$ cat config.mk
export PLATFORM = sky130hd
export DESIGN_NAME = mps_exec
export DESIGN_NICKNAME = d
export VERILOG_FILES = /design/src/rtl/mps_pkg.sv /design/src/rtl/mps_exec.sv
export SDC_FILE = /design/constraint.sdc
export NUM_CORES = 2
export LEC_CHECK = 0
export CORE_UTILIZATION = 55
export DETAILED_ROUTE_END_ITERATION = 10
export DONT_BUFFER_PORTS = 1
export PLACE_DENSITY = 0.74
export SETUP_SLACK_MARGIN = 0.15
export SYNTH_ARGS = -nofsm -noshare
export SYNTH_HDL_FRONTEND = slang
export SYNTH_SLANG_ARGS = --single-unit
$ cat constraint.sdc
create_clock -name clk -period 12.15 [get_ports clk]
set_input_delay 0.6075 -clock clk [delete_from_list [all_inputs] [get_ports clk]]
set_output_delay 0.6075 -clock clk [all_outputs]
set_load 0.02 [all_outputs]
$ cat src/rtl/mps_pkg.sv
// ----------------------------------------------------------------------------
// mps_pkg: shared types and constants of the Markov password scorer
// Holds the operation codes, the command format of the front-to-back queue,
// the read beat from the table stage to the execute stage, and the cost and
// index constants.
// ----------------------------------------------------------------------------
`default_nettype none

package mps_pkg;

	localparam logic [1:0] OP_UNI = 2'd0;
	localparam logic [1:0] OP_BI = 2'd1;
	localparam logic [1:0] OP_PW = 2'd2;
	localparam logic [1:0] OP_UNUSED = 2'd3;

	localparam logic [7:0] UNKNOWN_COST = 8'd255;
	localparam logic [7:0] UNASSIGNED = 8'd255;
	localparam int unsigned MAX_WORD_LEN = 4095;
	localparam int unsigned COUNT_LIMIT = 4095;
	localparam int unsigned COUNT_CAP_INT = (MAX_WORD_LEN > COUNT_LIMIT) ? COUNT_LIMIT :
		((MAX_WORD_LEN < 1) ? 1 : MAX_WORD_LEN);
	localparam logic [11:0] COUNT_CAP = 12'(COUNT_CAP_INT);
	localparam bit THIRD_OK = (COUNT_CAP_INT > 2);
	localparam logic [19:0] SUM_MAX = 20'hFFFFF;
	localparam logic [62:0] INDEX_LIMIT = 63'd8000000000000000000;
	localparam int unsigned QUEUE_DEPTH_DEF = 4;

	typedef enum logic [1:0] {
		KIND_UNI,
		KIND_BI,
		KIND_PW
	} kind_t;

	typedef struct packed {
		kind_t      kind;
		logic [7:0] prev_byte;
		logic [7:0] cur_byte;
		logic [7:0] cost;
		logic       word_end;
	} cmd_t;

	typedef struct packed {
		logic       word_end;
		logic [8:0] cs;
		logic [7:0] uni_data;
		logic       uni_ok;
		logic [7:0] bi_data;
		logic [7:0] pos_data;
		logic       pos_ok;
	} rd_t;

endpackage

`default_nettype wire

$ cat src/rtl/mps_exec.sv
// ----------------------------------------------------------------------------
// mps_exec: per-password accumulation and result register
// Keeps the running sums, byte count and mixed-radix index of the current
// password and loads one result beat per password byte.
// ----------------------------------------------------------------------------
`default_nettype none

module mps_exec (
	input  logic            clk,
	input  logic            arst_n,
	input  logic            rd_valid,
	output logic            rd_ready,
	input  mps_pkg::rd_t    rd,
	output logic            out_valid,
	input  logic            out_ready,
	output logic [7:0]      term,
	output logic [19:0]     total,
	output logic [11:0]     word_length,
	output logic [62:0]     rank_index,
	output logic            rank_valid,
	output logic [19:0]     tail_total,
	output logic            is_last
);
	import mps_pkg::*;

	logic [11:0] count_q;
	logic [19:0] sum_q;
	logic [19:0] tail_q;
	logic [62:0] idx_q;
	logic        bad_q;
	logic        out_valid_q;

	logic [7:0]  term_s2;
	logic [19:0] total_s2;
	logic [11:0] length_s2;
	logic [62:0] index_s2;
	logic        rank_ok_s2;
	logic [19:0] tail_s2;
	logic        last_s2;

	logic        fire;
	logic        first;
	logic        third;
	logic [7:0]  uni_term;
	logic [7:0]  pos;
	logic [7:0]  term_n;
	logic [20:0] sum_add;
	logic [20:0] tail_add;
	logic [19:0] sum_n;
	logic [19:0] tail_n;
	logic [11:0] count_n;
	logic [71:0] prod;
	logic [71:0] acc;
	logic        over;
	logic [62:0] idx_n;
	logic        bad_n;

	assign rd_ready = !out_valid_q || out_ready;
	assign fire = rd_valid && rd_ready;

	always_comb begin
		first = (count_q == '0);
		third = (count_q == 12'd2) && THIRD_OK;
		uni_term = rd.uni_ok ? rd.uni_data : UNKNOWN_COST;
		pos = rd.pos_ok ? rd.pos_data : UNASSIGNED;
		term_n = first ? uni_term : rd.bi_data;

		sum_add = {1'b0, sum_q} + 21'(term_n);
		tail_add = {1'b0, tail_q} + 21'(term_n);
		sum_n = first ? 20'(term_n) : (sum_add[20] ? SUM_MAX : sum_add[19:0]);
		if (first) begin
			tail_n = '0;
		end else if (third) begin
			tail_n = 20'(uni_term);
		end else if (tail_q != '0) begin
			tail_n = tail_add[20] ? SUM_MAX : tail_add[19:0];
		end else begin
			tail_n = tail_q;
		end

		if (first) begin
			count_n = 12'd1;
		end else if (count_q < COUNT_CAP) begin
			count_n = count_q + 12'd1;
		end else begin
			count_n = count_q;
		end

		prod = 72'(idx_q) * 72'(rd.cs);
		acc = prod + 72'(pos);
		over = (acc >= 72'(INDEX_LIMIT));
		idx_n = idx_q;
		bad_n = bad_q;
		if (first) begin
			idx_n = 63'(pos);
			bad_n = (pos == UNASSIGNED);
		end else if (!bad_q) begin
			if (pos == UNASSIGNED || over) begin
				bad_n = 1'b1;
			end else begin
				idx_n = acc[62:0];
			end
		end
	end

	always_ff @(posedge clk) begin
		if (fire) begin
			term_s2 <= term_n;
			total_s2 <= sum_n;
			length_s2 <= count_n;
			index_s2 <= bad_n ? '0 : idx_n;
			rank_ok_s2 <= !bad_n;
			tail_s2 <= tail_n;
			last_s2 <= rd.word_end;
		end
	end

	always_ff @(posedge clk or negedge arst_n) begin
		if (!arst_n) begin
			count_q <= '0;
			sum_q <= '0;
			tail_q <= '0;
			idx_q <= '0;
			bad_q <= 1'b0;
			out_valid_q <= 1'b0;
		end else begin
			if (rd_ready) begin
				out_valid_q <= rd_valid;
			end
			if (fire) begin
				if (rd.word_end) begin
					count_q <= '0;
					sum_q <= '0;
					tail_q <= '0;
					idx_q <= '0;
					bad_q <= 1'b0;
				end else begin
					count_q <= count_n;
					sum_q <= sum_n;
					tail_q <= tail_n;
					idx_q <= idx_n;
					bad_q <= bad_n;
				end
			end
		end
	end

	assign out_valid = out_valid_q;
	assign term = term_s2;
	assign total = total_s2;
	assign word_length = length_s2;
	assign rank_index = index_s2;
	assign rank_valid = rank_ok_s2;
	assign tail_total = tail_s2;
	assign is_last = last_s2;

endmodule

`default_nettype wire

==> flow_metrics.py <==
metrics = {
    "cts": {
        "clk_path_buf_depth": 3,
        "root_buffer": "clkbuf_16",
        "cts_setup_buffers": 0,
        "cts.clk_slew.worst_paths_ps": 70,
        "numCtsBuffers": 30,
        "cts.sinks": 242,
        "cts-htree-levels": 1,
        "cts.repair.resized": 0,
        "cts_tree": "yes",
        "clk_latency_ps": 620,
    },
    "setup_path": {
        "r2r-end": "idx_q[23]",
        "timing.rr.start": "idx_q[13]",
        "cp.arrival_ps": 10000,
        "crit_fanout": 31,
        "critPathRequiredTime_ps": 12700,
        "criticalPathCategory": "flip-flop to flip-flop",
        "r2r_slack_ps": 2700,
        "cp-end-kind": "flip-flop",
        "r2r_cells": 21,
        "start_kind": "flip-flop",
        "crit_start": "idx_q[13]",
    },
    "synthesis": {
        "async_reset_ff_share_pct": 48.35,
        "ys_seq_elements": 242,
        "synth_cell_types": 94,
        "postSynthCellCount": 3160,
        "syn_nets": 3815,
        "synth_edf_count": 125,
        "syn_avg_cell_area_sq_um": 9.613,
        "yosysWarnings": 0,
        "yosys_most_used_dff": "edfxtp_1",
        "seq_area_frac_synth_pct": 22.00,
        "synth_area_sq_um": 30380,
    },
    "sta": {
        "max_clock_freq_mhz": 105.8,
        "fin_crit_ps": 9454,
        "slew_violations": 0,
        "finalSetupViolations": 0,
        "skew_ps": 30.36,
        "slew_headroom_pct": 20.65,
        "hold_viol": 0,
        "grt_setup_unrepaired": "no",
        "worst_pin_slew_ps": 1189,
        "period_share_pct": 77.81,
        "finalSetupTns_ps": 0,
    },
    "route": {
        "vias_per_cell": 6.243,
        "totalWireLength_mm": 82.06,
        "dr.pass1.iters": 6,
        "vias": 23170,
        "drtIter0Drc": 2010,
        "drcViolationCount": 0,
        "antenna_left": 0,
        "wire_per_inst_um": 22.11,
    },
    "grt": {
        "grt_pass1_vias": 23960,
        "grt_pass1_wl_mm": 132.3,
        "grt_max_degree": 118,
        "track_usage_pct": 29.88,
        "grt_overflow_total": 0,
        "antenna_found_initial": 3,
    },
    "placed_design": {
        "post_dp_cell_area_sq_um": 30440,
        "io_buffers": 0,
        "gp_congestion": 0.9588,
        "dp_hpwl_mm": 62.03,
    },
    "final_layout": {
        "fin_area_sq_um": 31560,
        "final_common_cell": "fa_1",
        "drive_gt1_share_pct": 3.850,
        "final_cell_mix": "fa_1 (434), nand2_1 (370), and2_1 (363)",
        "area_delta_synth_final_pct": 3.905,
        "nNetsFinal": 3644,
    },
    "min_path": {
        "hold_path_depth": 0,
        "min_path_type": "input port to flip-flop",
        "min_to": "is_last",
        "hold_start": "rd[35]",
    },
    "floorplanning": {
        "dieWidth_um": 237.0,
        "core-area_sq_um": 54240,
        "initial_core_util_pct": 56.00,
        "die_area_sq_um": 56170,
        "rows": 85,
        "fp.dieH_um": 237.0,
        "ioPinCount": 167,
    },
    "power": {
        "ir_worst_vdd_v": 0.0004406,
        "p_per_area_nw_per_um2": 259.3,
        "leakagePower_nw": 14.84,
        "power_mw": 8.184,
    },
    "run_status": {
        "status": "finished clean",
    },
    "flow_run": {
        "cap_viol_max_count": 0,
    },
}
## cell usage after synthesis, types with 7 or more instances
| cell | count | area share, % |
|---|---|---|
| xnor2_1 | 52 | 1.5 |
| nand2_1 | 371 | 4.6 |
| mux2i_1 | 7 | 0.23 |
| nand3_1 | 35 | 0.58 |
| o21ai_0 | 99 | 1.6 |
| o2bb2ai_2 | 18 | 0.89 |
| clkbuf_1 | 156 | 1.9 |
| and3_1 | 20 | 0.41 |
| nor4_1 | 19 | 0.39 |
| a211oi_1 | 17 | 0.42 |
| nand2b_1 | 11 | 0.23 |
| nor2_1 | 141 | 1.7 |
| buf_1 | 35 | 0.43 |
| and2_1 | 363 | 7.5 |
| o211ai_1 | 15 | 0.37 |
| a31oi_1 | 17 | 0.35 |
| nand4_1 | 31 | 0.64 |
| a22o_1 | 57 | 1.6 |
| fa_1 | 434 | 29 |
| a21oi_1 | 146 | 2.4 |
| or3_1 | 9 | 0.19 |
| buf_6 | 9 | 0.33 |
| nor2b_1 | 16 | 0.33 |
| and4_1 | 13 | 0.37 |
| nor3_1 | 24 | 0.40 |
| inv_1 | 309 | 3.8 |
| nand3b_1 | 7 | 0.17 |
| o21bai_1 | 12 | 0.30 |
| a311oi_1 | 9 | 0.26 |
| ha_1 | 181 | 7.5 |
| buf_2 | 11 | 0.18 |
| nor3b_1 | 16 | 0.40 |
| dfrtp_1 | 117 | 9.6 |
| o2bb2ai_1 | 27 | 0.78 |
| o2111ai_1 | 7 | 0.20 |
| edfxtp_1 | 125 | 12 |
| a21o_1 | 34 | 0.84 |
| xor2_1 | 35 | 1.0 |
| o21a_1 | 29 | 0.72 |
## cells by family (layout without fill, tap and decap cells)
kind of cell    after synthesis  in the layout  synth area share [%]
other cells                   0              2                     0
flops                       242            242                 22.00
fa+ha+maj                   615            615                 36.06
simple gates               1111           1111                 18.87
mux                          10             10                0.3419
buf+inv                     525            378                 6.809
compound gates              570            570                 13.42
xor+xnor                     87             87                 2.508
## where the power goes
| part | internal, mW | leakage (nW) | total (mW) | switching [mW] |
|---|---|---|---|---|
| sequential | 1.11 | 2.82 | 1.46 | 0.346 |
| clock | 0.571 | 0.524 | 0.986 | 0.415 |
| combinational | 2.08 | 11.5 | 5.74 | 3.66 |
## critical path, cell delays in order (launching register included)
cell       delay, ps
dfrtp_1          510
and2_1           250
fa_1             560
fa_1             450
fa_1             540
fa_1             500
ha_1             300
ha_1             450
nand4_1          280
nor3_1           540
nand3_1          150
a21oi_1          380
nor2_1           190
o21ai_0          410
xor2_1           300
or4b_1           640
a2111oi_2        490
o311ai_4         240
and2_1           450
o21ai_4          960
buf_4            510
a22o_1           200
## stage by stage
step	std cells	util, %	hold slack, ps	setup slack (ps)
after floorplan	3160	-	311.9	4190
after global placement	3651	56.13	314.8	2930
after detailed placement	3651	56.13	314.2	2832
after CTS	3709	58.18	65.89	2787
after global routing	3709	58.18	66.22	2395
final	3711	58.19	89.01	2696
## routing by layer
layer	up-vias	GRT usage, %	wire [um]
met3	175	3.859	6161
met4	2	10.43	2903
met5	-	0	12
met1	11810	41.58	34350
met2	1003	48.27	38630
li1	10180	-	-
## worst max path at each step
stage                     cells after the start        endpoint
after floorplan                              29  rank_index[60]
after global placement                       26       idx_q[26]
after detailed placement                     26       idx_q[32]
after CTS                                    26       idx_q[32]
after global routing                         26       idx_q[28]
final                                        21       idx_q[23]
## layout make-up
class | instances | area [sq um]
timing repair buffer | 13 | 120.1
clock inverter | 25 | 322.8
antenna | 2 | 5.005
tap | 696 | 870.8
inverter | 309 | 1165
sequential | 242 | 6681
multi-input combinational | 2393 | 21640
fill | 4574 | 22680
clock buffer | 31 | 754.5
## registers in the layout (all words and copies together) (netlist names)
register     count
rank_index      63
idx_q           63
tail_q          20
is_last          1
tail_total      20
word_length     12
total           20
bad_q            1
out_valid        1
term             8
count_q         12
sum_q           20
rank_valid       1
## repair_timing
action / CTS / global route
hold buffers: 2 / 0
hold endpoints to repair: 117 / 0
endpoints found under the setup margin: 0 / 0
Note: power is estimated with default switching activity, not from simulation.
