**src/rtl/mps_pkg.sv**
```systemverilog
// ----------------------------------------------------------------------------
// mps_pkg: shared types and constants of the Markov password scorer
// Holds the operation codes, the command format of the front-to-back queue,
// the read beat from the table stage to the execute stage, and the cost and
// index constants.
// ----------------------------------------------------------------------------
`default_nettype none

package mps_pkg;

	localparam logic [1:0] OP_UNI = 2'd0;
	localparam logic [1:0] OP_BI = 2'd1;
	localparam logic [1:0] OP_PW = 2'd2;
	localparam logic [1:0] OP_UNUSED = 2'd3;

	localparam logic [7:0] UNKNOWN_COST = 8'd255;
	localparam logic [7:0] UNASSIGNED = 8'd255;
	localparam int unsigned MAX_WORD_LEN = 4095;
	localparam int unsigned COUNT_LIMIT = 4095;
	localparam int unsigned COUNT_CAP_INT = (MAX_WORD_LEN > COUNT_LIMIT) ? COUNT_LIMIT :
		((MAX_WORD_LEN < 1) ? 1 : MAX_WORD_LEN);
	localparam logic [11:0] COUNT_CAP = 12'(COUNT_CAP_INT);
	localparam bit THIRD_OK = (COUNT_CAP_INT > 2);
	localparam logic [19:0] SUM_MAX = 20'hFFFFF;
	localparam logic [62:0] INDEX_LIMIT = 63'd8000000000000000000;
	localparam int unsigned QUEUE_DEPTH_DEF = 4;

	typedef enum logic [1:0] {
		KIND_UNI,
		KIND_BI,
		KIND_PW
	} kind_t;

	typedef struct packed {
		kind_t      kind;
		logic [7:0] prev_byte;
		logic [7:0] cur_byte;
		logic [7:0] cost;
		logic       word_end;
	} cmd_t;

	typedef struct packed {
		logic       word_end;
		logic [8:0] cs;
		logic [7:0] uni_data;
		logic       uni_ok;
		logic [7:0] bi_data;
		logic [7:0] pos_data;
		logic       pos_ok;
	} rd_t;

endpackage

`default_nettype wire

```
**src/rtl/mps_queue.sv**
```systemverilog
// ----------------------------------------------------------------------------
// mps_queue: command queue between front and back
// A small register queue that lets the front keep accepting while the back
// waits on its output, and the other way round.
// ----------------------------------------------------------------------------
`default_nettype none

module mps_queue #(
	parameter int unsigned Depth = mps_pkg::QUEUE_DEPTH_DEF
) (
	input  logic            clk,
	input  logic            arst_n,
	input  logic            push_valid,
	output logic            push_ready,
	input  mps_pkg::cmd_t   push_data,
	output logic            pop_valid,
	input  logic            pop_ready,
	output mps_pkg::cmd_t   pop_data
);
	import mps_pkg::*;

	localparam int unsigned PtrW = (Depth > 1) ? $clog2(Depth) : 1;
	localparam int unsigned CntW = $clog2(Depth + 1);

	cmd_t            slot_q [Depth];
	logic [PtrW-1:0] wr_ptr_q;
	logic [PtrW-1:0] rd_ptr_q;
	logic [CntW-1:0] count_q;
	logic            push;
	logic            pop;

	assign push_ready = (count_q != CntW'(Depth));
	assign pop_valid = (count_q != '0);
	assign pop_data = slot_q[rd_ptr_q];
	assign push = push_valid && push_ready;
	assign pop = pop_valid && pop_ready;

	always_ff @(posedge clk) begin
		if (push) begin
			slot_q[wr_ptr_q] <= push_data;
		end
	end

	always_ff @(posedge clk or negedge arst_n) begin
		if (!arst_n) begin
			wr_ptr_q <= '0;
			rd_ptr_q <= '0;
			count_q <= '0;
		end else begin
			if (push) begin
				wr_ptr_q <= (wr_ptr_q == PtrW'(Depth - 1)) ? '0 : wr_ptr_q + 1'b1;
			end
			if (pop) begin
				rd_ptr_q <= (rd_ptr_q == PtrW'(Depth - 1)) ? '0 : rd_ptr_q + 1'b1;
			end
			if (push && !pop) begin
				count_q <= count_q + 1'b1;
			end else if (pop && !push) begin
				count_q <= count_q - 1'b1;
			end
		end
	end

endmodule

`default_nettype wire

```
**config.mk**
```make
export PLATFORM = sky130hd
export DESIGN_NAME = mps_queue
export DESIGN_NICKNAME = d
export VERILOG_FILES = /design/src/rtl/mps_pkg.sv /design/src/rtl/mps_queue.sv
export SDC_FILE = /design/constraint.sdc
export NUM_CORES = 1
export LEC_CHECK = 0
export BUFFER_PORTS_ARGS = -buffer_cell sky130_fd_sc_hd__clkbuf_2
export CAP_MARGIN = 5
export CORE_MARGIN = 5
export CORE_UTILIZATION = 56
export CTS_CLUSTER_DIAMETER = 30
export DETAILED_ROUTE_END_ITERATION = 6
export PLACE_DENSITY = 0.78
export SYNTH_ARGS = -nofsm -noshare
export SYNTH_HDL_FRONTEND = slang
export SYNTH_SLANG_ARGS = --single-unit
```
**constraint.sdc**
```tcl
create_clock -name clk -period 2.25 [get_ports clk]
set_input_delay 0.1125 -clock clk [delete_from_list [all_inputs] [get_ports clk]]
set_output_delay 0.1125 -clock clk [all_outputs]
set_load 0.005 [all_outputs]
```
==> flow_summary_export.csv, run 1 <==
group,metric,value,unit
run_status,outcome,"finished, final reports clean",
timing,rsz0062_at_grt,"false",
clock_network,numCtsBuffers,17,
pwr,p_leak,2.05,nW
floorplanning,core-area,7650,um2
cells_and_area,fin_cells,399,
critical_path,crit_required,2.63,ns
critical_path,critPathSlowestCell,"dfrtp_2",
logic_synthesis,synth.top_cells.by_area,"edfxtp_1, mux4_2, dfrtp_1",
detailed_routing,ant_nets,0,
global_route,grt.overflow.total,0,
timing,hold_viol,0,
floorplanning,die_h,97.9,um
pwr,p_per_area,1340,nW/um2
logic_synthesis,yosysSeqAreaShare,0.789,
global_route,grt_max_degree,28,
logic_synthesis,synth_top_area_share,0.749,
detailed_routing,drt_iter0_markers,143,
timing,setup_viol,0,
logic_synthesis,synth_seq_cells,115,
global_route,grt_pass1_vias,2395,
cells_and_area,fin_nets,322,
placed_design,dpl.hpwl,4.58,mm
timing,fmax,475,MHz
cells_and_area,drive_above_1_share,0.468,
critical_path,start_kind,"flip-flop",
logic_synthesis,synth_nets,215,
cells_and_area,fill_cells,426,
timing,fin_crit,2.10,ns
detailed_routing,wl_per_cell,20.7,um
timing,period_share,0.935,
cells_and_area,area_growth_syn_to_layout,30.7,%
critical_path,arrival,2.48,ns
critical_path,crit_fanout,6,
floorplanning,start_util,0.566,
logic_synthesis,synth_area_per_cell,24.5,um2
global_route,gr-usage-all-layers,0.183,
logic_synthesis,synth_top_area_cell,"edfxtp_1",
detailed_routing,dr.pass1.iters,4,
timing,setup_ws,0.146,ns
timing,slew_headroom,0.511,
detailed_routing,top_layer,"met4",
pwr,p_total,7.58,mW
cells_and_area,mostFrequentLayoutCell,"edfxtp_1",
detailed_routing,drt-met1-wl,3.27,mm
timing,maxSlewViolCount,0,
floorplanning,io_pins,60,
clock_network,root_buffer,"clkbuf_8",
placed_design,gp_congestion,0.724,
cells_and_area,final_core_util,0.740,
placed_design,io_buffers,59,
clock_network,cts_tree,"yes",
critical_path,cp-end-kind,"flip-flop",
critical_path,crit_type,"flip-flop to flip-flop",
floorplanning,rows,32,
placed_design,place_inst,335,
cells_and_area,diodes,0,
detailed_routing,via_per_inst,5.34,
timing,clock_skew,0.00925,ns
placed_design,dpl-instance-area,4750,um2
cells_and_area,postLayoutCellArea,5660,um2
clock_network,h-tree-depth,4,
min_path,hold_path.class,"input port to flip-flop",
clock_network,path_clk_slew,0.06,ns
timing,tightest_slew,0.734,ns
critical_path,crit_chain,"or3b_4 > and2_4 > ha_2 > inv_1 > fa_1 > mux2_2",
run,cap_violations,0,
critical_path,cp_slowest_stage_delay,0.44,ns
logic_synthesis,synth_cells,177,
detailed_routing,wl,8.27,mm
clock_network,clk_latency,0.50,ns
clock_network,cts_buffer_depth,2,
pwr,peakVddDrop,1.04,mV
floorplanning,dieArea,9590,um2
timing,fin_tns_setup,0,ns
detailed_routing,routed-wl-met3,372,um
cells_and_area,final_cell_mix,"edfxtp_1, clkbuf_2, dlygate4sd3_1",
global_route,grt_pass1_wl,13.0,mm
floorplanning,dieWidth,97.9,um
logic_synthesis,synth_area,4330,um2
logic_synthesis,yosysWarningCount,0,
placed_design,place_ws,0.0245,ns
timing,hold_ws,0.0780,ns
detailed_routing,route.detailed.drc,0,
detailed_routing,dr_wl_met2,4.62,mm
detailed_routing,num_vias,2132,
global_route,antenna_found_initial,0,
logic_synthesis,yosysUniqueCellTypes,18,
clock_network,cts.sinks,115,
## flip-flops by register name, summed over array words and instances (netlist names)
register  count
rd_ptr_q      2
count_q       3
wr_ptr_q      2
slot_q      108
## report_power, final
group          internal, mW  switching [mW]
Combinational          1.07           0.974
Clock                  1.49           0.999
Sequential             2.86           0.180
## final timing paths
check	from	slack, ns	cells after the start	endpoint
max	count_q[1]$_DFFE_PN0P_	0.15	6	count_q[1]$_DFFE_PN0P_
min	push_valid	0.08	3	wr_ptr_q[0]$_DFFE_PN0P_
max reg2reg	count_q[1]$_DFFE_PN0P_	0.15	6	count_q[1]$_DFFE_PN0P_
min reg2reg	count_q[2]$_DFFE_PN0P_	0.50	1	count_q[2]$_DFFE_PN0P_
max in group asynchronous	arst_n	1.40	3	rd_ptr_q[0]$_DFFE_PN0P_
min in group asynchronous	arst_n	0.57	3	rd_ptr_q[0]$_DFFE_PN0P_
## metal layers
layer  GRT usage  vias up
li1            -      960
met3      0.0536        2
met5           0        -
met1       0.232     1116
met2       0.308       54
met4      0.0575        0
## cells by family after synthesis
logic type               share of synthesized area
XOR/XNOR                                   0.00607
adder cells (fa/ha/maj)                     0.0220
buffers and inverters                       0.0107
flip-flops                                   0.789
multiplexers                                 0.155
AND/OR/NAND/NOR                             0.0168
## Yosys cell counts
| cell | number |
|---|---|
| edfxtp_1 | 108 |
| mux4_2 | 27 |
| dfrtp_1 | 7 |
| ha_1 | 6 |
| and3_2 | 4 |
| buf_2 | 4 |
| inv_1 | 3 |
| mux2_2 | 3 |
| nor2_1 | 3 |
| buf_4 | 2 |
| mux2_4 | 2 |
| xor2_1 | 2 |
| and2_4 | 1 |
| fa_1 | 1 |
| nand2_1 | 1 |
| or3_2 | 1 |
| or3b_4 | 1 |
| xnor2_1 | 1 |
## worst max-delay path: cells and delay by family, from the launching register on
family | cells | cell delay, ns
fa+ha+maj | 2 | 0.59
simple gates | 2 | 0.62
buf+inv | 1 | 0.07
flops | 1 | 0.44
mux | 1 | 0.27
## layout make-up
cell class	instances	area (um2)	share of cell area
inverters	3	11.3	0.00199
well taps	102	128	0.0225
clock inverters	15	146	0.0259
repair buffers	94	658	0.116
clock buffers	17	414	0.0731
multi-input cells	53	880	0.155
flip-flops and latches	115	3420	0.605
## what timing repair did
action                                  CTS  global route
pin swaps                                 0             1
endpoints found under the hold margin   117             0
endpoints found under the setup margin   13             3
hold buffers                             30             0
buffers inserted                          0             2
gates cloned                              0             0
gates resized for setup                   2             5
No activity file was read; power rests on OpenSTA's default activity.
==> run 2: changes to the inputs <==
Settings changed: CORE_UTILIZATION 56 to 61, PLACE_DENSITY 0.78 to 0.84.
Clock period 2.25 ns to 2.6 ns, I/O delays scaled along.
==> run 2 against run 1 <==
  * Clock power barely moved
  * Sequential share of layout area fell by 0.17 points
  * Design area rose by 0.13%
  * Core utilization rose by 8.5 points
  * Sequential power fell by 11%
  * Global-route usage rose by 4.4 points
  * Non-clock buffer count fell by 1
  * Flip-flop and latch count did not move
  * Routed wire length rose by 9.2%
  * Final cell count fell by 1.8%
  * Die area fell by 7.4%
  * Clock skew fell by 0.0014 ns
  * Critical path type is now flip-flop to output pin
  * Largest cell class unchanged
  * Largest power group unchanged
==> flow_summary_export.csv, run 2 (synthesis results as in run 1) <==
group,metric,value,unit
cells_and_area,mostFrequentLayoutCell,"edfxtp_1",
global_route,antenna_found_initial,0,
timing,fin_crit,2.34,ns
detailed_routing,via_per_inst,5.62,
cells_and_area,fin_nets,321,
clock_network,path_clk_slew,0.06,ns
clock_network,cts.sinks,115,
cells_and_area,fill_cells,322,
clock_network,numCtsBuffers,17,
clock_network,cts_buffer_depth,2,
global_route,grt_pass1_wl,13.7,mm
critical_path,cp-end-kind,"output pin",
placed_design,io_buffers,59,
pwr,p_per_area,1200,nW/um2
critical_path,critPathSlowestCell,"dfrtp_2",
timing,period_share,0.898,
clock_network,clk_latency,0.51,ns
timing,hold_viol,0,
run_status,outcome,"finished, final reports clean",
placed_design,place_inst,331,
timing,fmax,428,MHz
critical_path,crit_type,"flip-flop to output pin",
placed_design,gp_congestion,0.814,
timing,maxSlewViolCount,0,
detailed_routing,wl,9.03,mm
floorplanning,die_h,94.3,um
timing,rsz0062_at_grt,"false",
timing,tightest_slew,0.731,ns
clock_network,cts_resized,0,
floorplanning,io_pins,60,
clock_network,cts_tree,"yes",
timing,setup_viol,0,
clock_network,h-tree-depth,4,
global_route,grt_pass1_vias,2384,
critical_path,crit_chain,"buf_4 > mux4_2 > clkbuf_2",
pwr,peakVddDrop,0.727,mV
pwr,p_total,6.82,mW
detailed_routing,ant_nets,0,
cells_and_area,regMostFlops,"slot_q",
critical_path,crit_required,2.47,ns
global_route,grt.overflow.total,0,
clock_network,post_cts_buffers,0,
run,cap_violations,0,
detailed_routing,dr.pass1.iters,4,
global_route,gr-usage-all-layers,0.228,
critical_path,crit_fanout,17,
floorplanning,core-area,6870,um2
cells_and_area,drive_above_1_share,0.456,
placed_design,dpl.hpwl,4.81,mm
timing,fin_tns_setup,0,ns
critical_path,cp_slowest_stage_delay,0.70,ns
global_route,grt_max_degree,28,
critical_path,start_kind,"flip-flop",
cells_and_area,fin_cells,392,
min_path,hold_path.class,"input port to flip-flop",
cells_and_area,largestRegisters,"slot_q: 108 flops, count_q: 3 flops",
floorplanning,dieWidth,94.3,um
pwr,p_leak,2.07,nW
cells_and_area,final_cell_mix,"edfxtp_1, clkbuf_2, dlygate4sd3_1",
timing,slew_headroom,0.513,
detailed_routing,wl_per_cell,23.0,um
clock_network,root_buffer,"clkbuf_8",
timing,clock_skew,0.00785,ns
critical_path,arrival,2.21,ns
floorplanning,start_util,0.630,
cells_and_area,area_growth_syn_to_layout,30.9,%
floorplanning,rows,30,
cells_and_area,diodes,0,
detailed_routing,route.detailed.drc,0,
clock_network,holdBufCountCts,29,
timing,hold_ws,0.0584,ns
cells_and_area,largest_register_ffs,108,
detailed_routing,drt_iter0_markers,106,
detailed_routing,num_vias,2204,
floorplanning,dieArea,8880,um2
-- run 2: changes by cell type in the layout (fill, tap and decap cells not counted), sizes merged --
cell	delta
clkinvlp	+2
clkinv	-1
bufinv	+4
dlygate4sd3	-1
inv	-6
clkbuf	+1
-- run 2: power by group --
group	leakage [nW]	total [mW]	internal, mW	switching [mW]
sequential	1.07	2.72	2.47	0.252
clock	0.293	2.46	1.65	0.814
combinational	0.705	1.64	0.874	0.761
-- run 2: final cells by class --
type	instances	area, um2	area share
Sequential cell	115	3420	0.603
Inverter	3	11.3	0.00199
Clock buffer	18	418	0.0737
Multi-Input combinational cell	53	866	0.153
Clock inverter	14	211	0.0373
Timing Repair Buffer	93	623	0.110
Tap cell	96	120	0.0212
-- run 2: critical path: cells and delay by family (launching register included) --
family                 cells  cell delay (ns)
buffers and inverters      2             0.46
multiplexers               1             0.53
flip-flops                 1             0.70
-- run 2: through the flow --
step	instance area, um2	utilization	setup WS (ns)
2_1_floorplan	4330	-	0.513
3_3_place_gp	4750	0.691	0.454
3_5_place_dp	4750	0.691	0.344
4_1_cts	5670	0.825	0.214
5_1_grt	5670	0.825	0.119
6_report	5670	0.825	0.264
-- run 2: layer usage --
| layer | vias to the layer above | part of all wire | global-route usage |
|---|---|---|---|
| met4 | 0 | 0.011 | 0.0903 |
| met3 | 13 | 0.064 | 0.0673 |
| met2 | 104 | 0.54 | 0.389 |
| met1 | 1132 | 0.38 | 0.272 |
| li1 | 955 | - | - |
| met5 | - | 0 | 0 |
-- run 2: path summary, 6_finish.rpt --
check | end | cells past startpoint | start | slack (ns)
setup reg to reg | count_q[2]$_DFFE_PN0P_ | 8 | count_q[1]$_DFFE_PN0P_ | 0.28
max in group asynchronous | rd_ptr_q[0]$_DFFE_PN0P_ | 3 | arst_n | 1.77
min in group asynchronous | rd_ptr_q[1]$_DFFE_PN0P_ | 3 | arst_n | 0.56
setup / recovery | pop_data[12] | 3 | rd_ptr_q[0]$_DFFE_PN0P_ | 0.26
hold / removal | rd_ptr_q[1]$_DFFE_PN0P_ | 3 | pop_ready | 0.06
hold reg to reg | count_q[2]$_DFFE_PN0P_ | 1 | count_q[2]$_DFFE_PN0P_ | 0.50
==> run 3: changes to the inputs <==
Settings changed: CORE_MARGIN 5 to 2, CORE_UTILIZATION 61 to 51, PLACE_DENSITY 0.84 to 0.75.
Clock period 2.6 ns to 1.95 ns, I/O delays scaled along.
==> run 3 against run 2 <==
  * Sequential power grew 27%
  * Final cell count increased by 4.8%
  * Die area up 4.1%
  * Non-clock buffer count up 10
  * Setup slack got worse by 0.28 ns
  * Largest cell class unchanged
  * The flow now finishes with violations (setup timing)
  * Core utilization is 12 points lower
  * Critical endpoint is now count_q[1]$_DFFE_PN0P_
  * Critical path type is now flip-flop to flip-flop
  * Combinational power is 50% higher
  * Total power is 30% higher
  * Clock power is 20% higher
  * Sequential share of layout area down 1.0 points
==> flow_summary_export.csv, run 3 (synthesis results as in run 1) <==
group,metric,value,unit
placed_design,dpl-instance-area,4830,um2
critical_path,worst-path-buf-inv,1,
clock_network,h-tree-depth,4,
global_route,grt_max_degree,28,
critical_path,cp_slowest_stage_delay,0.41,ns
global_route,grt_pass1_vias,2263,
cells_and_area,final_cell_mix,"edfxtp_1, clkbuf_2, dlygate4sd3_1",
critical_path,arrival,2.35,ns
critical_path,r2r-end,"count_q[1]$_DFFE_PN0P_",
timing,tightest_slew,0.757,ns
global_route,antenna_found_initial,0,
critical_path,crit_type,"flip-flop to flip-flop",
cells_and_area,fin_nets,331,
critical_path,crit_required,2.34,ns
timing,setup_viol,1,
critical_path,crit_chain,"or3b_4 > and2_4 > ha_4 > inv_2 > fa_2 > mux2_4",
clock_network,numCtsBuffers,17,
floorplanning,io_pins,60,
detailed_routing,dr.pass1.iters,4,
floorplanning,die_h,96.1,um
timing,fin_tns_setup,-0.0112,ns
clock_network,path_clk_slew,0.06,ns
cells_and_area,regMostFlops,"slot_q",
clock_network,clk_latency,0.50,ns
clock_network,cts_tree,"yes",
critical_path,cp_top_family,"adder cells",
min_path,hold_path.class,"input port to flip-flop",
floorplanning,dieArea,9240,um2
detailed_routing,drt_iter0_markers,120,
cells_and_area,area_growth_syn_to_layout,33.3,%
timing,setup_ws,-0.0112,ns
timing,fin_crit,1.96,ns
critical_path,reg2reg_depth,6,
pwr,p_per_area,1540,nW/um2
global_route,grt_pass1_wl,11.2,mm
floorplanning,start_util,0.527,
detailed_routing,wl,7.44,mm
cells_and_area,multi_input_area,896,um2
timing,maxSlewViolCount,0,
timing,hold_viol,0,
pwr,seq_power_share,0.390,
pwr,power.internal,6.56,mW
critical_path,critPathSlowestCell,"fa_2",
placed_design,dpl.hpwl,4.22,mm
critical_path,cp-end-kind,"flip-flop",
cells_and_area,diodes,0,
timing,clock_skew,0.00502,ns
detailed_routing,num_vias,2131,
run_status,outcome,"finished, violations left",
placed_design,gp_congestion,0.731,
global_route,gr-usage-all-layers,0.175,
timing,fmax,510,MHz
clock_network,cts_buffer_depth,2,
clock_network,cts.sinks,115,
cells_and_area,postLayoutCellArea,5770,um2
cells_and_area,largestRegisters,"slot_q: 108 flops, count_q: 3 flops",
pwr,p_leak,2.11,nW
pwr,share_comb_of_total_power,0.277,
cells_and_area,regArea,3420,um2
timing,period_share,1.01,
critical_path,r2r_slack,-0.01,ns
run,cap_violations,0,
run_status,failed_checks,"setup timing",
min_path,holdPathEnd,"count_q[0]$_DFFE_PN0P_",
floorplanning,dieWidth,96.1,um
detailed_routing,ant_nets,0,
detailed_routing,wl_per_cell,18.1,um
cells_and_area,drive_above_1_share,0.484,
cells_and_area,final_core_util,0.703,
global_route,grt.overflow.total,0,
pwr,power_frac_clock,0.333,
cells_and_area,mostFrequentLayoutCell,"edfxtp_1",
timing,rsz0062_at_grt,"true",
cells_and_area,fill_cells,504,
detailed_routing,via_per_inst,5.18,
critical_path,r2r-start,"count_q[1]$_DFFE_PN0P_",
timing,slew_headroom,0.495,
critical_path,crit_fanout,3,
detailed_routing,route.detailed.drc,0,
cells_and_area,largest_register_ffs,108,
pwr,switching_share,0.262,
clock_network,root_buffer,"clkbuf_8",
placed_design,io_buffers,59,
floorplanning,core-area,8220,um2
critical_path,start_kind,"flip-flop",
pwr,p_sw,2.33,mW
min_path,holdPathStages,4,
pwr,peakVddDrop,1.10,mV
min_path,hold_path.startpoint,"push_valid",
floorplanning,rows,33,
run 3: power groups by stage:
stage	clock, mW	sequential, mW	combinational (mW)
floorplan	0	3.44	1.49
global placement	0	3.52	2.29
detailed placement	0	3.55	2.32
CTS	3.00	3.47	2.49
global route	3.12	3.51	2.71
finish	2.96	3.46	2.46
run 3: stage by stage:
| step | setup slack (ns) | hold WS [ns] | instances | power [mW] |
|---|---|---|---|---|
| 6_report | -0.0112 | 0.128 | 411 | 8.88 |
| 5_1_grt | -0.0443 | 0.129 | 411 | 9.34 |
| 4_1_cts | -0.00375 | 0.0597 | 409 | 8.95 |
| 3_5_place_dp | 0.00374 | -0.0509 | 343 | 5.87 |
| 3_3_place_gp | 0.0318 | -0.0531 | 343 | 5.81 |
| 2_1_floorplan | -0.0167 | -0.198 | 177 | 4.93 |
run 3: repair_timing:
item / 4_1_cts / 5_1_grt
pin swaps: 4 / 6
setup endpoints to repair: 21 / 8
hold endpoints to repair: 116 / 0
hold buffers: 30 / 0
cloned: 0 / 0
gates resized for setup: 2 / 2
buffers inserted: 4 / 2
run 3: layout make-up:
class | instances | area share
sequential | 115 | 0.593
clock inverter | 11 | 0.0221
inverter | 3 | 0.00195
clock buffer | 21 | 0.0795
multi-input combinational | 53 | 0.155
timing repair buffer | 103 | 0.126
tap | 105 | 0.0228
run 3: layer usage:
| layer | vias up | share of wire | global-route usage |
|---|---|---|---|
| met1 | 1086 | 0.41 | 0.207 |
| met4 | 0 | 0.017 | 0.0845 |
| li1 | 975 | - | - |
| met3 | 15 | 0.038 | 0.0619 |
| met5 | - | 0 | 0 |
| met2 | 55 | 0.54 | 0.287 |
run 3: worst max-delay path by stage:
stage	slack, ns	startpoint	to	cells past startpoint
after global placement	0.03	count_q[1]$_DFFE_PN0P_	count_q[2]$_DFFE_PN0P_	8
after CTS	-0.004	count_q[0]$_DFFE_PN0P_	count_q[2]$_DFFE_PN0P_	8
after global routing	-0.04	count_q[1]$_DFFE_PN0P_	count_q[1]$_DFFE_PN0P_	6
after detailed placement	0.004	count_q[1]$_DFFE_PN0P_	count_q[2]$_DFFE_PN0P_	8
after floorplan	-0.02	count_q[0]$_DFFE_PN0P_	count_q[1]$_DFFE_PN0P_	6
final	-0.01	count_q[1]$_DFFE_PN0P_	count_q[1]$_DFFE_PN0P_	6
run 3: worst min-delay path: cells and delay by family:
| family | cells | cell delay [ns] |
|---|---|---|
| adders and majority gates | 1 | 0.15 |
| and+or+nand+nor | 1 | 0.17 |
| buffers and inverters | 1 | 0.12 |
| xor gates and xnor gates | 1 | 0.06 |
